<file path="src/rtl/ble_pkg.sv">
// Shared types, field widths, operation codes and status codes of the bounded list engine.
package ble_pkg;

    localparam int DEPTH_DEFAULT      = 16;
    localparam int DATA_WIDTH_DEFAULT = 32;

    localparam int OP_W     = 4;
    localparam int POS_W    = 4;
    localparam int VALUE_W  = 32;
    localparam int STATUS_W = 2;
    localparam int HIT_W    = 4;
    localparam int READ_W   = 32;
    localparam int COUNT_W  = 5;
    localparam int SUM_W    = 36;

    localparam logic [OP_W-1:0] OP_PUSH_FRONT = 4'd0;
    localparam logic [OP_W-1:0] OP_PUSH_BACK  = 4'd1;
    localparam logic [OP_W-1:0] OP_POP_FRONT  = 4'd2;
    localparam logic [OP_W-1:0] OP_POP_BACK   = 4'd3;
    localparam logic [OP_W-1:0] OP_READ       = 4'd4;
    localparam logic [OP_W-1:0] OP_WRITE      = 4'd5;
    localparam logic [OP_W-1:0] OP_CONTAINS   = 4'd6;
    localparam logic [OP_W-1:0] OP_FIRST_GT   = 4'd7;
    localparam logic [OP_W-1:0] OP_CLEAR      = 4'd8;

    localparam logic [STATUS_W-1:0] ST_OK    = 2'd0;
    localparam logic [STATUS_W-1:0] ST_INDEX = 2'd1;
    localparam logic [STATUS_W-1:0] ST_EMPTY = 2'd2;
    localparam logic [STATUS_W-1:0] ST_FULL  = 2'd3;

    typedef struct packed {
        logic [OP_W-1:0]           op;
        logic [POS_W-1:0]          position;
        logic signed [VALUE_W-1:0] value;
    } cmd_item_t;

    typedef struct packed {
        logic [STATUS_W-1:0]       status;
        logic                      found;
        logic [HIT_W-1:0]          hit_index;
        logic signed [READ_W-1:0]  read_data;
        logic [COUNT_W-1:0]        count;
        logic signed [SUM_W-1:0]   total;
    } rsp_item_t;

endpackage

</file>
<file path="src/rtl/ble_ram.sv">
// Single-port synchronous memory with a registered read port.
module ble_ram #(
    parameter int DEPTH = ble_pkg::DEPTH_DEFAULT,
    parameter int WIDTH = ble_pkg::DATA_WIDTH_DEFAULT
) (
    input  logic                     clk,
    input  logic                     en,
    input  logic                     we,
    input  logic [$clog2(DEPTH)-1:0] addr,
    input  logic [WIDTH-1:0]         wdata,
    output logic [WIDTH-1:0]         rdata
);
    logic [WIDTH-1:0] mem [DEPTH];
    logic [WIDTH-1:0] rdata_reg;

    always_ff @(posedge clk)
    begin
        if (en)
        begin
            if (we)
            begin
                mem[addr] <= wdata;
            end
            else
            begin
                rdata_reg <= mem[addr];
            end
        end
    end

    assign rdata = rdata_reg;
endmodule

</file>
<file path="config.mk">
export PLATFORM = sky130hd
export DESIGN_NAME = ble_ram
export DESIGN_NICKNAME = d
export VERILOG_FILES = /design/src/rtl/ble_pkg.sv /design/src/rtl/ble_ram.sv
export SDC_FILE = /design/constraint.sdc
export NUM_CORES = 1
export LEC_CHECK = 0
export BUFFER_PORTS_ARGS = -buffer_cell sky130_fd_sc_hd__buf_2
export CAP_MARGIN = 20
export CORE_ASPECT_RATIO = 0.6
export CORE_MARGIN = 1.5
export CORE_UTILIZATION = 50
export CTS_CLUSTER_DIAMETER = 150
export DETAILED_ROUTE_END_ITERATION = 16
export PLACE_DENSITY_LB_ADDON = 0.08
export SYNTH_ARGS = -nofsm -noshare
export SYNTH_HDL_FRONTEND = slang
export SYNTH_SLANG_ARGS = --single-unit
</file>
<file path="constraint.sdc">
create_clock -name clk -period 9 [get_ports clk]
set_input_delay 0 -clock clk [delete_from_list [all_inputs] [get_ports clk]]
set_output_delay 0 -clock clk [all_outputs]
set_load 0.03 [all_outputs]
</file>
Word level (Yosys, flattened, before mapping)

Memory sizes are Yosys's and may differ from the RTL's. A register that Yosys moved wholly into a read port is not among the register bits.
Cells that the tools add are included.

Bits in registers: 0
Bits in latches: 0
RAM bits: 512
Bits in read-only memories: 0
Bits of input ports: 39
Output and inout port bits: 32
Word-level logic and storage cells: 6
Memories kept: 1

Memory list:

| name | words | width | rd ports | clocked after Yosys merged registers in | write ports | RTL line      | RTL |
|---|---|---|---|---|---|---|---|
| mem  | 16    | 32    | 1        | 1                                       | 1           | ble_ram.sv:13 | `logic [WIDTH-1:0] mem [DEPTH];` |

$add $sub $neg: 0
$mul: 0
Div/mod/pow operators: 0
Magnitude comparators: 0
Equal/unequal tests: 0
Shift operators: 0
Multiplexer cells: 3
Bitwise gates (word level): 1
Reduce and logical (&&, ||, !) cells: 1

Operators by type and width:

| kind                | count |
|---|---|
| 1-bit two-way mux   | 3 |
| 2-bit AND reduction | 1 |
| 1-bit NOT           | 1 |

Depth between registers and ports, before layout

Gate-level depths: netlist of the first run.

Word-level depth: 3
Mapped depth: 6
Mapped depth without buffers: 3

Worst setup path after synthesis of the first run

No wires, ideal clock.

Kind: input port to flip-flop
Start: input addr[0]
End: memory mem[0][0] (netlist name) (enable)
Arrival time: 3.078 ns
Setup slack: 5.461 ns
Stages on the path: 5
Buffers on the path: 3
Cell sequence: clkbuf_1 buf_6 buf_4 or3_1 nor3_1

RTL lines:

| what               | RTL line      | RTL |
|---|---|---|
| start: declaration | ble_ram.sv:9  | `input logic [$clog2(DEPTH)-1:0] addr,` |
| end: declaration   | ble_ram.sv:13 |  |

Straight into the memory's write port.

Final worst setup path of the first run

Start: input we
End: memory mem[1][5] (netlist name) (enable)

Longest elaborated chain between the ends: 3

Ends and longest elaborated chain:

| what                                    | RTL line      | RTL |
|---|---|---|
| start: declaration                      | ble_ram.sv:8  | `input logic we,` |
| 1-bit two-way mux                       | ble_ram.sv:20 | `if (we)` |
| 1-bit two-way mux                       | ble_ram.sv:18 | `if (en)` |
| 1-bit two-way mux (implied by the code) | ble_ram.sv:22 | `mem[addr] <= wdata;` |

No other way between the ends.

==> results of run 1 <==
==> per-stage QoR <==
stage                     instances   util
after floorplan                 844      -
after global placement         1414  0.540
after detailed placement       1414  0.540
after CTS                      1530  0.584
after global routing           1533  0.585
final                          1533  0.585
==> how the worst max path moves through the flow <==
stage | from | to | slack [ps] | cells after the start
after floorplan | addr[0] | mem[0][0]$_DFFE_PP_ | 5460 | 5
after global placement | addr[0] | mem[3][1]$_DFFE_PP_ | 6160 | 4
after detailed placement | addr[0] | mem[1][27]$_DFFE_PP_ | 6030 | 4
after CTS | addr[0] | mem[1][5]$_DFFE_PP_ | 6640 | 4
after global routing | addr[0] | mem[1][2]$_DFFE_PP_ | 6480 | 4
final | we | mem[1][5]$_DFFE_PP_ | 6610 | 5
==> cells by family after synthesis <==
family          Yosys count
simple gates             61
buf+inv                  47
flops                   544
mux                     128
compound gates           64
==> area by class of cell <==
cell class	count	area, µm²
Clock buffer	63	1280
Sequential cell	544	16300
Timing Repair Buffer	132	921
Multi-Input combinational cell	253	3770
Tap cell	522	653
Clock inverter	19	106
Fill cell	2791	16400
==> placed cells by master (no fill, tap or decap) <==
cell type,synthesis,final
nand4_1,1,1
clkinv_1,0,11
dlygate4sd3_1,0,36
clkinv_2,0,7
a22oi_1,64,64
clkbuf_1,26,14
nor3_2,0,4
and2_1,1,1
buf_4,1,26
clkbuf_8,0,1
buf_6,8,1
nand2_1,34,34
clkbuf_16,0,49
mux4_2,128,128
nand4b_1,2,2
nor2_4,0,13
edfxtp_1,544,544
buf_2,11,68
nor2b_4,0,3
or3_1,1,1
nand2b_1,2,2
bufinv_16,0,1
==> routing by layer <==
metal,part of all wire,up-vias
li1,-,3885
met1,0.44,4926
met2,0.48,290
met3,0.058,70
met5,0,-
met4,0.023,0
==> report_power, final <==
part / total [mW] / internal [mW] / switching (mW)
Sequential: 2.83 / 2.83 / 0.00796
Combinational: 0.239 / 0.0950 / 0.144
Clock: 1.89 / 1.02 / 0.865
==> out/metrics.yaml, run 1 <==
status:
  status: "finished clean"
worst_setup_path:
  end_kind: "register"
  slowest_stage: "nor3_2"
  crit_family: "simple AND/OR/NAND/NOR gates"
  slowest_delay_ps: 970
  crit_arrival_ps: 2600
  rr_worst_depth: 3
  cp_cell_sequence: "dlygate4sd3_1, buf_2, nand4b_1, nor3_2, buf_4"
  r2r_start: "mem[0][2]$_DFFE_PP_"
  crit_required_ps: 9210
  crit_type: "in -> reg"
  r2r_setup_slack_ps: 7510
  cp-start-kind: "input port"
  cp_num_buf_inv: 3
  regToRegEndpoint: "rdata[2]$_DFFE_PP_"
  cp_max_fo: 21
global_route:
  met2_usage: 0.334
  met3_usage: 0.0335
  grt_max_degree: 54
  grt_usage: 0.210
  grt_pass1_vias: 9897
  grt_overflow_total: 0
  grt_pass1_wl_um: 64000
  busiest_layer: "met2"
  use_met1: 0.307
  antenna_found_initial: 0
cells_and_area:
  syn2layout_area_growth_pct: 14.1
  drive_above_1_share: 0.298
  largest_reg_flops: 512
  finalInstanceArea_mm2: 0.0231
  final_nets: 1019
  diodes: 0
timing:
  drv_slew: 0
  hold_viol: 0
  rsz0062_at_grt: "false"
  worstMarginPinSlew_ps: 1100
  setup_tns_ps: 0
  clock_skew_ps: 14.8
  setup_ws_ps: 6610
  fmax_mhz: 419
  setup_viol: 0
  relSlewSlack: 0.260
  fin_crit_sh: 0.265
  min_period_ps: 2390
  holdWs_ps: 163
hold_path:
  hold_depth: 2
  hp-class: "in -> reg"
  hold_end: "mem[1][25]$_DFFE_PP_"
  min_from: "addr[2]"
synth:
  synth_area_per_cell_um2: 24.0
  yosysTopAreaCellShare: 0.808
  synth_top_area_cell: "edfxtp_1"
  synth_xor_area_frac: 0
  synth_fa_ha_area_frac: 0
  ys_seq_area_frac: 0.808
  yosys-top-cells-count: "edfxtp_1 (544), mux4_2 (128), a22oi_1 (64)"
  synth_fp_nets: 883
  synth_mux_area_frac: 0.143
  synth_edf_count: 544
  synth_area_leaders: "edfxtp_1 (81%), mux4_2 (14%), a22oi_1 (2.4%)"
  synth_cell_types: 17
  synth_top_family_by_area: "multiplexers"
  synth_simple_gate_area_frac: 0.0131
  async_flop_share: 0
  ys_ff_latch: 544
  yosys.cell_count.top_type: "edfxtp_1"
  ys.flop_type: "edfxtp_1"
  synth-compound-area-share: 0.0238
  syn_inst: 844
  ys_warn_count: 0
  syn_area_mm2: 0.0202
clock_tree:
  cts_setup_buffers: 0
  clk_latency_ps: 570
  path_clk_slew_ps: 60
  cts_buffers: 49
  h-tree-depth: 2
  cts.sinks: 544
  cts-resized-gates: 0
  hold_buffers: 34
  cts_tree: "done"
  cts_buffer_depth: 3
  cts-root-buf: "clkbuf_16"
drt:
  drt_iter0_drc: 1010
  routed-via-count: 9171
  routed_wl_um: 42400
  drc: 0
  ant_nets: 0
  wl_per_cell_um: 27.7
  viasPerCell: 5.98
  drt_first_pass_iters: 5
floorplan:
  core.rowCount: 56
  die_h_um: 159
  die_w_um: 263
  core_mm2: 0.0394
  die_area_mm2: 0.0417
  initial_core_util: 0.512
  num_io_pins: 71
run:
  cap_viol_max_count: 0
placed_design:
  placed_area_mm2: 0.0213
  hpwl_um: 22700
  gp_congestion: 0.740
  port_buffers: 70
  preCtsSetupSlack_ps: 6030
power:
  power_mw: 4.96
  p_leak_nw: 7.31
  power.density_mw_per_mm2: 215
  vdd_drop_max_mv: 0.163
No activity file was read; power rests on OpenSTA's default activity.
==> run 2, diff against run 1 <==
--- a/config.mk
+++ b/config.mk
@@ -5,6 +5,7 @@
 export SDC_FILE = /design/constraint.sdc
 export NUM_CORES = 1
 export LEC_CHECK = 0
+export ABC_AREA = 1
 export BUFFER_PORTS_ARGS = -buffer_cell sky130_fd_sc_hd__buf_2
 export CAP_MARGIN = 20
 export CORE_ASPECT_RATIO = 0.6
==> constraint.sdc (replaced) <==
create_clock -name clk -period 2.1 [get_ports clk]
set_input_delay 0 -clock clk [delete_from_list [all_inputs] [get_ports clk]]
set_output_delay 0 -clock clk [all_outputs]
set_load 0.03 [all_outputs]
==> out/metrics.yaml, run 2 <==
status:
  status: "finished clean"
timing:
  fmax_mhz: 588
  hold_viol: 0  # unchanged
  fin_crit_sh: 0.810
  relSlewSlack: 0.551  # +0.292
  drv_slew: 0  # unchanged
  worstMarginPinSlew_ps: 673  # -431 ps
  setup_tns_ps: 0  # unchanged
  setup_ws_ps: 399  # -6210 ps
  setup_viol: 0  # unchanged
  min_period_ps: 1700
  rsz0062_at_grt: "false"
  holdWs_ps: 44.8  # -118 ps
  clock_skew_ps: 9.68  # -5.09 ps
global_route:
  grt_usage: 0.237  # +0.0267
  grt_max_degree: 129  # +140%
  met2_usage: 0.376  # +0.0421
  busiest_layer: "met2"
  use_met1: 0.350  # +0.0429
  met3_usage: 0.0363  # +0.00278
  grt_pass1_wl_um: 82900  # +29%
  grt_overflow_total: 0  # unchanged
  grt_pass1_vias: 13700  # +38%
  antenna_found_initial: 1  # +1
synth:
  syn_inst: 2117  # +150%
  synth_xor_area_frac: 0  # unchanged
  synth_edf_count: 544  # unchanged
  yosysTopAreaCellShare: 0.724  # -0.0836
  synth_fa_ha_area_frac: 0  # unchanged
  synth_fp_nets: 2156  # +140%
  synth_mux_area_frac: 0  # -0.143
  synth-compound-area-share: 0  # -0.0238
  ys_seq_area_frac: 0.724  # -0.0836
  syn_area_mm2: 0.0225  # +12%
  synth_simple_gate_area_frac: 0.234  # +0.221
  synth_area_per_cell_um2: 10.7  # -56%
  synth_cell_types: 12  # -5
  synth_top_family_by_area: "simple AND/OR/NAND/NOR gates"
  async_flop_share: 0  # unchanged
  ys_warn_count: 0  # unchanged
  ys_ff_latch: 544  # unchanged
  synth_area_leaders: "edfxtp_1 (72%), nand2_1 (23%), inv_1 (1.2%)"
  yosys-top-cells-count: "nand2_1 (1,379), edfxtp_1 (544), inv_1 (72)"
  yosys.cell_count.top_type: "nand2_1"
  synth_top_area_cell: "edfxtp_1"
  ys.flop_type: "edfxtp_1"
cells_and_area:
  final_common_cell: "nand2_1"
  final_nets: 2262  # +120%
  syn2layout_area_growth_pct: 13.9
  final_cell_mix: "nand2_1 (1,379), edfxtp_1 (544), inv_1 (71), buf_2 (68), clkbuf_16 (53)"
  drive_above_1_share: 0.0928  # -0.205
  largest_reg_flops: 512  # unchanged
  fin_util: 0.575  # -0.00983
worst_setup_path:
  r2r_setup_slack_ps: 930  # -6580 ps
  cp-start-kind: "input port"
  regToRegEndpoint: "rdata[2]$_DFFE_PP_"
  rr_worst_depth: 8  # +5
  r2r_start: "mem[5][2]$_DFFE_PP_"
  crit_type: "in -> reg"
  end_kind: "register"
  crit_required_ps: 2380  # -6830 ps
  cp_max_fo: 16  # -24%
  crit_arrival_ps: 1980  # -620 ps
clock_tree:
  cts_tree: "done"
  cts-root-buf: "clkbuf_16"
  cts_setup_buffers: 0  # unchanged
  path_clk_slew_ps: 60  # about the same
  cts_buffers: 51  # +4.1%
  clk_latency_ps: 580  # about the same
  cts.sinks: 544  # unchanged
  h-tree-depth: 2  # unchanged
  cts_buffer_depth: 3  # unchanged
floorplan:
  core_mm2: 0.0447  # +13%
  die_h_um: 167  # +5.5%
  core.rowCount: 60  # +7.1%
  initial_core_util: 0.505  # -0.00768
  die_area_mm2: 0.0464  # +11%
  die_w_um: 277  # +5.5%
  num_io_pins: 71  # unchanged
placed_design:
  port_buffers: 70  # unchanged
  hpwl_um: 27500  # +21%
  preCtsSetupSlack_ps: 394  # -5630 ps
  gp_congestion: 0.786  # +6.2%
run:
  cap_viol_max_count: 0  # unchanged
hold_path:
  min_from: "en"
  hold_end: "rdata[30]$_DFFE_PP_"
  hold_depth: 4  # +2
  hp-class: "in -> reg"
drt:
  drt_first_pass_iters: 5  # unchanged
  drt_iter0_drc: 1340  # +33%
  drc: 0  # unchanged
  viasPerCell: 4.95  # -17%
  routed-via-count: 14100  # +54%
  routed_wl_um: 53700  # +27%
  ant_nets: 0  # unchanged
  wl_per_cell_um: 18.8  # -32%
power:
  p_leak_nw: 10.8  # +47%
  vdd_drop_max_mv: 0.715  # +340%
  power_mw: 23.0  # +360%
  power.density_mw_per_mm2: 896  # +320%
run 2: cell types whose count changed after synthesis, moves of 3 or more:
cell and delta:
nand2_1 +1345, mux4_2 -128, inv_1 +72, a22oi_1 -64, buf_2 +30, buf_4 +16, clkbuf_1 -16, buf_6 +15
nor2_1 +6, buf_1 +5, nand3_1 +4, nor3_1 -4, nor2b_1 -3
run 2: cell type report:
cell class / count / area [µm²]
Antenna cell: 1 / 2.50
Clock buffer: 63 / 1360
Clock inverter: 30 / 329
Fill cell: 3768 / 19000
Inverter: 73 / 282
Multi-Input combinational cell: 1402 / 5410
Sequential cell: 544 / 16300
Tap cell: 589 / 737
Timing Repair Buffer: 151 / 1210
run 2: routing by layer:
layer / wire [µm] / part of all wire
met2: 24000 / 0.45
met4: 764 / 0.014
met5: 0 / 0
met1: 26000 / 0.48
met3: 2990 / 0.056
run 2: how the worst max path moves through the flow:
stage | startpoint | endpoint | slack [ps]
floorplan | addr[1] | mem[0][0]$_DFFE_PP_ | -390
global placement | we | mem[11][11]$_DFFE_PP_ | 430
finish | we | mem[6][23]$_DFFE_PP_ | 400
global route | we | mem[6][23]$_DFFE_PP_ | 360
detailed placement | we | mem[6][15]$_DFFE_PP_ | 390
CTS | we | mem[6][28]$_DFFE_PP_ | 460
run 2: repair_timing:
action	4_1_cts	5_1_grt
endpoints found under the hold margin	544	0
gates resized for setup	0	0
hold buffers	33	0
run 2: where the power goes:
part	internal (mW)	leakage, nW	switching (mW)
logic	0.378	5.02	1.01
clock network	5.47	0.809	3.99
registers	12.1	4.93	0.0376
total	18.0	10.8	5.04
run 2: cell families (layout without fill, tap and decap cells):
logic type             Yosys count  count (layout)
and+or+nand+nor               1402            1402
buffers and inverters          171             317
other                            0               1
DFF                            544             544
run 2: metrics by stage:
step,instances,area (µm²)
after global routing,2852,25700
after detailed placement,2726,23600
after CTS,2852,25700
final,2853,25700
after global placement,2726,23600
after floorplan,2117,22600
run 2: worst max-delay path, stage by stage:
cell and delay (ps):
dlygate4sd3_1 520, buf_2 130, nand2_1 110, inv_1 140, nand3_1 330, nor2_4 480, buf_12 250
==> run 3, diff against run 2 <==
--- a/config.mk
+++ b/config.mk
@@ -5,7 +5,7 @@
 export SDC_FILE = /design/constraint.sdc
 export NUM_CORES = 1
 export LEC_CHECK = 0
-export ABC_AREA = 1
+export ABC_AREA = 0
 export BUFFER_PORTS_ARGS = -buffer_cell sky130_fd_sc_hd__buf_2
 export CAP_MARGIN = 20
 export CORE_ASPECT_RATIO = 0.6
==> constraint.sdc (replaced) <==
create_clock -name clk -period 1.7 [get_ports clk]
set_input_delay 0 -clock clk [delete_from_list [all_inputs] [get_ports clk]]
set_output_delay 0 -clock clk [all_outputs]
set_load 0.03 [all_outputs]
==> out/metrics.yaml, run 3 (same netlist as run 1, synthesis figures left out) <==
status:
  status: "finished clean"
cells_and_area:
  final_nets: 1051  # -54%
  final_common_cell: "edfxtp_1"
  largest_reg_flops: 512  # unchanged
  syn2layout_area_growth_pct: 18.2
  drive_above_1_share: 0.327  # +0.234
  final_cell_mix: "edfxtp_1 (544), mux4_2 (128), buf_2 (68), a22oi_1 (64), clkbuf_16 (49)"
clock_tree:
  cts.sinks: 544  # unchanged
  h-tree-depth: 2  # unchanged
  cts_buffers: 48  # -5.9%
  cts-root-buf: "clkbuf_16"
  path_clk_slew_ps: 60  # about the same
  clk_latency_ps: 560  # -20 ps
  cts-resized-gates: 0  # unchanged
  hold_buffers: 32  # -3.0%
  cts_buffer_depth: 3  # unchanged
  cts_tree: "done"
  cts_setup_buffers: 0  # unchanged
worst_setup_path:
  cp_num_buf_inv: 0  # -4
  rr_worst_depth: 3  # -5
  crit_type: "reg -> reg"
  r2r_setup_slack_ps: 190  # -740 ps
  cp-start-kind: "register"
  regToRegEndpoint: "rdata[30]$_DFFE_PP_"
  r2r_start: "mem[11][30]$_DFFE_PP_"
  slowest_stage: "mux4_2"
  crit_arrival_ps: 1790  # -190 ps
  end_kind: "register"
  crit_family: "multiplexers"
  cp_cell_sequence: "mux4_2, a22oi_1, nand2_1"
  crit_required_ps: 1990  # -390 ps
  slowest_delay_ps: 480  # -40 ps
  cp_max_fo: 1  # -15
timing:
  relSlewSlack: 0.618  # +0.0670
  worstMarginPinSlew_ps: 571  # -102 ps
  setup_tns_ps: 0  # unchanged
  drv_slew: 0  # unchanged
  clock_skew_ps: 12.6  # +2.93 ps
  min_period_ps: 1510
  holdWs_ps: 63.7  # +18.8 ps
  hold_viol: 0  # unchanged
  fin_crit_sh: 0.886
  rsz0062_at_grt: "false"
  setup_viol: 0  # unchanged
  fmax_mhz: 664
drt:
  routed-via-count: 9457  # -33%
  drc: 0  # unchanged
  met2_length_um: 21000  # -12%
  wl_met3_um: 3180  # +6.3%
  routed.top_layer: "met4"
  routed_wl_um: 45000  # -16%
  drt_iter0_drc: 1059  # -21%
  drt_first_pass_iters: 7  # +2
  ant_nets: 0  # unchanged
  wl_met1_um: 19700  # -24%
  viasPerCell: 6.03  # +22%
  wl_per_cell_um: 28.7  # +52%
floorplan:
  die_area_mm2: 0.0417  # -10%
  die_h_um: 159  # -5.2%
  core.rowCount: 56  # -6.7%
  num_io_pins: 71  # unchanged
  core_mm2: 0.0394  # -12%
  initial_core_util: 0.512  # +0.00768
  die_w_um: 263  # -5.3%
power:
  vdd_drop_max_mv: 0.999  # +40%
  p_leak_nw: 7.65  # -29%
  power_mw: 26.6  # +16%
  power.density_mw_per_mm2: 1110  # +24%
run:
  cap_viol_max_count: 0  # unchanged
global_route:
  grt_usage: 0.222  # -0.0143
  grt_pass1_vias: 9869  # -28%
  grt_pass1_wl_um: 66600  # -20%
  grt_max_degree: 59  # -54%
  grt_overflow_total: 0  # unchanged
  antenna_found_initial: 1  # unchanged
hold_path:
  hold_depth: 3  # -1
  hold_end: "rdata[19]$_DFFE_PP_"
  hp-class: "in -> reg"
  min_from: "we"
placed_design:
  gp_congestion: 0.744  # -5.3%
  hpwl_um: 24600  # -11%
  port_buffers: 70  # unchanged
run 3: cell types whose count changed in the layout (fill, tap and decap cells not counted), moves of 5 or more:
cell      previous run  this run
nand2_1           1379        34
mux4_2               0       128
inv_1               71         0
a22oi_1              0        64
buf_12              13        40
buf_4               36        24
nor2_4              19        13
clkbuf_1            10        15
run 3: layer usage:
layer	up-vias	GRT usage
met5	-	0
met4	0	0.0669
met3	63	0.0434
met2	349	0.339
met1	5088	0.329
li1	3957	-
run 3: area by class of cell:
type | instances | area (µm²)
flip-flops and latches | 544 | 16300
fillers | 2751 | 15600
multi-input cells | 253 | 3800
repair buffers | 165 | 1660
clock buffers | 64 | 1280
well taps | 522 | 653
clock inverters | 19 | 161
diodes | 1 | 2.50
run 3: metrics by stage:
stage / util / area [µm²] / instances / setup slack (ps)
floorplan: - / 20400 / 844 / -418
global placement: 0.561 / 22100 / 1452 / 56.7
detailed placement: 0.561 / 22100 / 1452 / 14.5
CTS: 0.606 / 23900 / 1567 / 185
global route: 0.606 / 23900 / 1568 / 107
finish: 0.606 / 23900 / 1568 / 193
run 3: worst register-to-register path: stages (launching register included):
cell	delay (ps)
edfxtp_1	370
mux4_2	490
a22oi_1	240
nand2_1	140
run 3: worst max path at each step:
stage,startpoint,to,slack [ps],cells past startpoint
CTS,mem[11][30]$_DFFE_PP_,rdata[30]$_DFFE_PP_,190,3
finish,mem[11][30]$_DFFE_PP_,rdata[30]$_DFFE_PP_,190,3
global route,mem[11][30]$_DFFE_PP_,rdata[30]$_DFFE_PP_,110,3
detailed placement,addr[0],rdata[8]$_DFFE_PP_,10,6
floorplan,addr[0],mem[3][0]$_DFFE_PP_,-420,5
global placement,addr[0],rdata[2]$_DFFE_PP_,60,5
run 3: power breakdown:
group | leakage, nW | switching [mW] | internal, mW
clock | 0.702 | 4.49 | 5.72
combinational | 2.02 | 0.792 | 0.586
sequential | 4.92 | 0.0473 | 15.0
